[config.mk]
export PLATFORM = sky130hd
export DESIGN_NAME = fletcher_checked_packet_deframer_unit
export DESIGN_NICKNAME = d
export VERILOG_FILES = /design/src/fcpd_pkg.sv /design/src/fcpd_cfg.sv /design/src/fcpd_parse.sv /design/src/fletcher_checked_packet_deframer_unit.sv
export SDC_FILE = /design/constraint.sdc
export NUM_CORES = 1
export LEC_CHECK = 0
export BUFFER_PORTS_ARGS = -buffer_cell sky130_fd_sc_hd__buf_2
export CAP_MARGIN = 20
export CORE_MARGIN = 5
export CORE_UTILIZATION = 30
export CTS_BUF_LIST = sky130_fd_sc_hd__clkbuf_16
export CTS_CLUSTER_DIAMETER = 60
export DETAILED_ROUTE_END_ITERATION = 10
export HOLD_SLACK_MARGIN = 0.08
export PLACE_DENSITY = 0.44
export SLEW_MARGIN = 20
export SYNTH_ARGS = -nofsm -noshare
export SYNTH_HDL_FRONTEND = slang
export SYNTH_SLANG_ARGS = --single-unit
[constraint.sdc]
create_clock -name clk -period 6.8 [get_ports clk]
set_input_delay 1.36 -clock clk [delete_from_list [all_inputs] [get_ports clk]]
set_output_delay 1.36 -clock clk [all_outputs]
set_load 0.05 [all_outputs]
[src/fcpd_pkg.sv]
// Shared types and constants for the framed packet deframer.
// Used by the configuration registers, the parser and the top level.
`timescale 1ns / 1ps

package fcpd_pkg;

	// Configuration register indexes.
	localparam int CFG_IDX_W = 2;
	localparam logic [CFG_IDX_W-1:0] CFG_SYNC_FIRST  = 2'd0;
	localparam logic [CFG_IDX_W-1:0] CFG_SYNC_SECOND = 2'd1;
	localparam logic [CFG_IDX_W-1:0] CFG_MAX_LEN     = 2'd2;

	// Reset values of the configuration registers.
	localparam logic [7:0] SYNC_FIRST_RST  = 8'd0;
	localparam logic [7:0] SYNC_SECOND_RST = 8'd0;
	localparam logic [7:0] MAX_LEN_RST     = 8'd255;

	// Parser phases; the two unused codes behave as hunting.
	typedef enum logic [2:0] {
		PH_START1 = 3'd0,
		PH_START2 = 3'd1,
		PH_LENGTH = 3'd2,
		PH_DATA   = 3'd3,
		PH_CHECK1 = 3'd4,
		PH_CHECK2 = 3'd5
	} phase_t;

	// Event codes reported with each result word.
	typedef enum logic [2:0] {
		EV_NONE     = 3'd0,
		EV_DATA     = 3'd1,
		EV_GOOD     = 3'd2,
		EV_MISMATCH = 3'd3,
		EV_BADLEN   = 3'd4
	} event_t;

	// Current configuration as seen by the parser.
	typedef struct packed {
		logic [7:0] sync_first;
		logic [7:0] sync_second;
		logic [7:0] max_len;
	} cfg_t;

	// One result word.
	typedef struct packed {
		event_t     ev;
		logic [7:0] data;
		logic [7:0] idx;
		logic [7:0] plen;
	} result_t;

endpackage

[src/fcpd_cfg.sv]
// Configuration register file of the framed packet deframer.
// Depends on fcpd_pkg for register indexes and the cfg_t struct.
`timescale 1ns / 1ps

module fcpd_cfg (
	input  logic                          clk,
	input  logic                          arst_n,
	input  logic                          cfg_we,
	input  logic [fcpd_pkg::CFG_IDX_W-1:0] cfg_index,
	input  logic [7:0]                    cfg_data,
	output fcpd_pkg::cfg_t                cfg
);
	import fcpd_pkg::*;

	logic [7:0] sync_first_q;
	logic [7:0] sync_second_q;
	logic [7:0] max_len_q;

	// Decode the index and load the addressed register.
	always_ff @(posedge clk or negedge arst_n) begin
		if (!arst_n) begin
			sync_first_q  <= SYNC_FIRST_RST;
			sync_second_q <= SYNC_SECOND_RST;
			max_len_q     <= MAX_LEN_RST;
		end else if (cfg_we) begin
			unique case (cfg_index)
				CFG_SYNC_FIRST:  sync_first_q  <= cfg_data;
				CFG_SYNC_SECOND: sync_second_q <= cfg_data;
				CFG_MAX_LEN:     max_len_q     <= cfg_data;
				default: ;
			endcase
		end
	end

	assign cfg.sync_first  = sync_first_q;
	assign cfg.sync_second = sync_second_q;
	assign cfg.max_len     = max_len_q;

endmodule

[src/fcpd_parse.sv]
// Frame parser: phase state machine, length check and the two running sums.
// Depends on fcpd_pkg for phases, events, cfg_t and result_t.
`timescale 1ns / 1ps

module fcpd_parse (
	input  logic              clk,
	input  logic              arst_n,
	input  logic              step,
	input  logic [7:0]        rx_byte,
	input  fcpd_pkg::cfg_t    cfg,
	output fcpd_pkg::result_t res
);
	import fcpd_pkg::*;

	phase_t     phase_q, phase_d;
	logic [7:0] exp_q, exp_d;
	logic [7:0] cnt_q, cnt_d;
	logic [7:0] run_q, run_d;
	logic [7:0] sos_q, sos_d;
	logic [7:0] run_sum;
	logic [7:0] cnt_inc;

	// State registers advance only when a word moves to the result stage.
	always_ff @(posedge clk or negedge arst_n) begin
		if (!arst_n) begin
			phase_q <= PH_START1;
			exp_q   <= 8'd0;
			cnt_q   <= 8'd0;
			run_q   <= 8'd0;
			sos_q   <= 8'd0;
		end else if (step) begin
			phase_q <= phase_d;
			exp_q   <= exp_d;
			cnt_q   <= cnt_d;
			run_q   <= run_d;
			sos_q   <= sos_d;
		end
	end

	assign run_sum = run_q + rx_byte;
	assign cnt_inc = cnt_q + 8'd1;

	// Next phase, sums and the result word for the byte at hand.
	always_comb begin
		phase_d  = phase_q;
		exp_d    = exp_q;
		cnt_d    = cnt_q;
		run_d    = run_q;
		sos_d    = sos_q;
		res.ev   = EV_NONE;
		res.data = 8'd0;
		res.idx  = 8'd0;
		res.plen = 8'd0;
		unique case (phase_q)
			PH_START2: begin
				phase_d = (rx_byte == cfg.sync_second) ? PH_LENGTH : PH_START1;
			end
			PH_LENGTH: begin
				exp_d = rx_byte;
				if (rx_byte == 8'd0 || rx_byte > cfg.max_len) begin
					phase_d  = PH_START1;
					res.ev   = EV_BADLEN;
					res.plen = rx_byte;
				end else begin
					cnt_d   = 8'd0;
					run_d   = rx_byte;
					sos_d   = rx_byte;
					phase_d = PH_DATA;
				end
			end
			PH_DATA: begin
				res.ev   = EV_DATA;
				res.data = rx_byte;
				res.idx  = cnt_q;
				res.plen = exp_q;
				cnt_d    = cnt_inc;
				run_d    = run_sum;
				sos_d    = sos_q + run_sum;
				if (cnt_inc >= exp_q) begin
					phase_d = PH_CHECK1;
				end
			end
			PH_CHECK1: begin
				if (rx_byte == run_q) begin
					phase_d = PH_CHECK2;
				end else begin
					phase_d  = PH_START1;
					res.ev   = EV_MISMATCH;
					res.plen = exp_q;
				end
			end
			PH_CHECK2: begin
				phase_d  = PH_START1;
				res.ev   = (rx_byte == sos_q) ? EV_GOOD : EV_MISMATCH;
				res.plen = exp_q;
			end
			default: begin
				phase_d = (rx_byte == cfg.sync_first) ? PH_START2 : PH_START1;
			end
		endcase
	end

	// While in the payload the count always stays below the declared length.
	a_cnt_below_len: assert property (@(posedge clk) disable iff (!arst_n)
		(phase_q == PH_DATA) |-> (cnt_q < exp_q))
		else $error("payload count reached declared length inside payload");

	// An accepted length seeds both sums with that length.
	a_len_seeds_sums: assert property (@(posedge clk) disable iff (!arst_n)
		(step && phase_q == PH_LENGTH && res.ev == EV_NONE)
		|=> (phase_q == PH_DATA && run_q == exp_q && sos_q == exp_q && cnt_q == 8'd0))
		else $error("accepted length did not seed the payload sums");

endmodule

[src/fletcher_checked_packet_deframer_unit.sv]
// Top level of the framed packet deframer: input register, parser, result register.
// Depends on fcpd_pkg, fcpd_cfg and fcpd_parse.
//
//   channel   dir   handshake            payload
//   input     in    in_valid / in_stall    rx_byte
//   result    out   out_valid / out_stall  event_res, data_byte, byte_index, packet_length
//   config    in    cfg_we                 cfg_index, cfg_data
//
// Each byte passes through the input register, then the parser logic feeds the result
// register. One word per cycle is sustained while the result side does not stall.
// Reset clears the valid flags and the parser state and loads the configuration reset values.
// A stalled result holds the result register; the input register then refills once
// and stalls the input side until the result is taken.
`timescale 1ns / 1ps

module fletcher_checked_packet_deframer_unit (
	input  logic                          clk,
	input  logic                          arst_n,
	input  logic                          in_valid,
	output logic                          in_stall,
	input  logic [7:0]                    rx_byte,
	output logic                          out_valid,
	input  logic                          out_stall,
	output logic [2:0]                    event_res,
	output logic [7:0]                    data_byte,
	output logic [7:0]                    byte_index,
	output logic [7:0]                    packet_length,
	input  logic                          cfg_we,
	input  logic [fcpd_pkg::CFG_IDX_W-1:0] cfg_index,
	input  logic [7:0]                    cfg_data
);
	import fcpd_pkg::*;

	cfg_t       cfg;
	result_t    res;
	result_t    res_s2;
	logic [7:0] rx_byte_s1;
	logic       vld_s1;
	logic       vld_s2;
	logic       adv;
	logic       in_acc;

	// Handshake between the two register stages.
	assign adv      = vld_s1 && (!vld_s2 || !out_stall);
	assign in_stall = vld_s1 && !adv;
	assign in_acc   = in_valid && !in_stall;

	// Configuration registers.
	fcpd_cfg u_cfg (
		.clk       (clk),
		.arst_n    (arst_n),
		.cfg_we    (cfg_we),
		.cfg_index (cfg_index),
		.cfg_data  (cfg_data),
		.cfg       (cfg)
	);

	// Parser works on the word held in the input register.
	fcpd_parse u_parse (
		.clk     (clk),
		.arst_n  (arst_n),
		.step    (adv),
		.rx_byte (rx_byte_s1),
		.cfg     (cfg),
		.res     (res)
	);

	// Input register valid flag.
	always_ff @(posedge clk or negedge arst_n) begin
		if (!arst_n) begin
			vld_s1 <= 1'b0;
		end else if (in_acc) begin
			vld_s1 <= 1'b1;
		end else if (adv) begin
			vld_s1 <= 1'b0;
		end
	end

	// Input register payload.
	always_ff @(posedge clk) begin
		if (in_acc) begin
			rx_byte_s1 <= rx_byte;
		end
	end

	// Result register valid flag.
	always_ff @(posedge clk or negedge arst_n) begin
		if (!arst_n) begin
			vld_s2 <= 1'b0;
		end else if (adv) begin
			vld_s2 <= 1'b1;
		end else if (!out_stall) begin
			vld_s2 <= 1'b0;
		end
	end

	// Result register payload.
	always_ff @(posedge clk) begin
		if (adv) begin
			res_s2 <= res;
		end
	end

	assign out_valid     = vld_s2;
	assign event_res     = res_s2.ev;
	assign data_byte     = res_s2.data;
	assign byte_index    = res_s2.idx;
	assign packet_length = res_s2.plen;

	// The input side is only held off when both stages are full and the output stalls.
	a_stall_cause: assert property (@(posedge clk) disable iff (!arst_n)
		in_stall |-> (vld_s1 && vld_s2 && out_stall))
		else $error("input stalled without a blocked result stage");

	// A word that cannot advance stays in the input register unchanged.
	a_s1_hold: assert property (@(posedge clk) disable iff (!arst_n)
		(vld_s1 && !adv) |=> (vld_s1 && $stable(rx_byte_s1)))
		else $error("input register lost a word that had not advanced");

endmodule

==> flow_summary.toml <==
[finish]
fin_util_pct = 34.6
areaGrowthSynthToFinish_pct = 14.1
drive_gt1_share_pct = 21.5
fin_area_um2 = 5950
final_nets = 564
seqCellArea_um2 = 2590
diodes = 0
multiInputGateArea_um2 = 2450
nFillCells = 1768

[timing]
finalSetupViolations = 0
setup_tns_ns = 0
hold_viol_final = 0
timing.hold.ws_ns = 0.476
finalCritPeriodShare_pct = 59.1
slew_headroom_pct = 29.6
maxSlewViolCount = 0
finClkSkew_ns = 0.00550
tightest_slew_ns = 1.05
timing.fmax_mhz = 249
rsz0062_at_grt = "no"
period_needed_ns = 4.02

[critical_path]
rr_worst_depth = 12
slowest_stage = "a21boi_4"
cp.required_ns = 7.03
worstReg2RegStart = "rx_byte_s1[0]"
crit_family = "simple AND/OR/NAND/NOR gates"
path_class = "primary input to flip-flop"
cp-end-kind = "flip-flop"
arrival_ns = 4.25
ff2ff_setup_slack_ns = 3.06
path_buf_inv = 1
slowest_delay_ns = 0.80
cp-start-kind = "primary input"
r2r_end = "u_parse.sos_q[7]"
critical_path.max_fanout = 31
cp_cell_sequence = "buf_2 -> a21boi_4 -> nand2_2 -> nor4b_4 -> or2_1 -> mux2_1"

[yosys]
synth_area_um2 = 5210
synth_fp_nets = 521
yosysTopAreaCell = "dfrtp_1"
async_flop_share_pct = 63.5
seq_area_frac_synth_pct = 49.6
yosys.cell_count.top_type = "dfrtp_1"
synth_seq_cells = 96
yosysTopAreaCellShare_pct = 25.4
synth_ff_type = "dfrtp_1"
synthDistinctLibCells = 56
yosys-top-cells-count = "dfrtp_1 (53), nand2_1 (40), edfxtp_1 (35)"
syn_avg_cell_area_um2 = 11.2
syn_inst = 464
synth.area.top_cells = "dfrtp_1 (25%), edfxtp_1 (20%), ha_1 (7.7%)"
yosys_warnings = 0
synth_edf_count = 35

[global_routing]
grt_pass1_vias = 3807
overflow = 0
grt_antenna_before_repair = 0
grt_start_max_net_pins = 62
grt_pass1_wl_um = 20800
grtUsageTotal_pct = 13.3

[cts]
clk_pin_slew_ns = 0.07
cts_tree = "yes"
cts_max_level = 3
clk_latency_ns = 0.35
hold_buffers = 0
post_cts_buffers = 0
clkSinkCount = 96
cts_buffer_depth = 2
clockRootBuffer = "clkbuf_16"
cts_buffers = 9
cts_resized = 0

[worst_hold_path]
hold_depth = 1
min_to = "out_valid"
worstHoldStart = "vld_s1"
worstHoldPathType = "flip-flop to flip-flop"

[power]
peakVddDrop_v = 0.0000994
total_leakage_power_uw = 0.00273
p_per_area_nw_per_um2 = 231
power_uw = 1380

[run_status]
status = "complete, no violations"

[route]
drt_wl_total_um = 12600
remaining_drc_errors = 0
antenna_left = 0
wl_per_cell_um = 17.1
firstDrtPassIters = 4
via_count = 3606
avgViaCountPerCell = 4.89
drt_iter0_markers = 150

[floorplanning]
core_region_area_um2 = 17200
die_y_um = 142
die_area_um2 = 20100
boundaryPins = 52
die-width_um = 142
start_util_pct = 30.4
rows = 48

[placement]
port_buffers = 51
globalplace.congestion = 0.745
place_area_um2 = 5680
place_hpwl_um = 8840

[run]
maxCapViolCount = 0
layout make-up:
type | count | share of cell area (%)
clock inverter | 7 | 0.673
timing repair buffer | 53 | 4.54
clock buffer | 9 | 3.79
tap | 225 | 4.73
sequential | 96 | 43.5
inverter | 24 | 1.51
multi-input combinational | 323 | 41.2
where the power goes:
group / total [uW] / switching, uW / internal (uW)
clock: 469 / 225 / 244
combinational: 207 / 124 / 83.2
sequential: 700 / 45.3 / 655
logic make-up (layout without fill, tap and decap cells):
family / Yosys count / count (layout) / synth area share (%)
muxes: 30 / 30 / 6.48
adders and majority gates: 34 / 34 / 8.45
buffers and inverters: 45 / 93 / 3.53
xor gates and xnor gates: 41 / 41 / 7.15
DFF: 96 / 96 / 49.6
AOI/OAI and AO/OA: 92 / 92 / 12.0
and+or+nand+nor: 126 / 126 / 12.7
worst reg2reg max path: stages, from the launching register on:
cell,delay (ns)
edfxtp_1,0.56
ha_1,0.33
fa_1,0.42
a21o_1,0.17
a21oi_1,0.22
xnor2_1,0.19
ha_1,0.33
nand3_1,0.11
o211ai_1,0.12
o41ai_1,0.51
xnor3_1,0.32
a31o_2,0.25
a22oi_1,0.13
per-stage QoR:
step | instances | setup WS, ns
2_1_floorplan | 464 | 2.68
3_5_place_dp | 721 | 2.36
5_1_grt | 737 | 2.53
6_report | 737 | 2.78
4_1_cts | 737 | 2.73
3_3_place_gp | 721 | 2.43
cell usage in the layout (no fill, tap or decap), types with 3 or more instances in the layout:
master / count
nor2_1: 14
and2_1: 3
nand2b_1: 3
a31oi_1: 11
nor3_1: 16
nand2_1: 40
o21ai_0: 18
ha_1: 32
o41ai_1: 3
nand3_1: 8
buf_2: 51
nand4_1: 4
xnor2_1: 16
a21o_1: 6
nor4_1: 8
dfstp_2: 8
a22o_1: 15
inv_1: 25
clkbuf_16: 9
and3_1: 16
a21oi_1: 16
mux2_2: 28
dfrtp_1: 53
o211ai_1: 3
edfxtp_1: 35
a41oi_1: 3
o21bai_1: 4
xor2_1: 24
worst max-delay path by stage:
stage,startpoint,end,cells after the start
after floorplan,out_stall,u_parse.sos_q[2],6
after global placement,out_stall,u_parse.sos_q[5],6
after detailed placement,out_stall,u_parse.sos_q[2],6
after CTS,out_stall,u_parse.sos_q[2],6
after global routing,out_stall,u_parse.sos_q[2],6
final,out_stall,u_parse.sos_q[2],6
metal layers:
metal | global-route usage [%] | vias up | part of all wire [%]
met3 | 2.53 | 15 | 3.8
li1 | - | 1782 | -
met4 | 4.95 | 0 | 1.8
met2 | 21.5 | 57 | 47
met1 | 17.7 | 1752 | 47
met5 | 0 | - | 0
(Power assumes the default switching activity.)
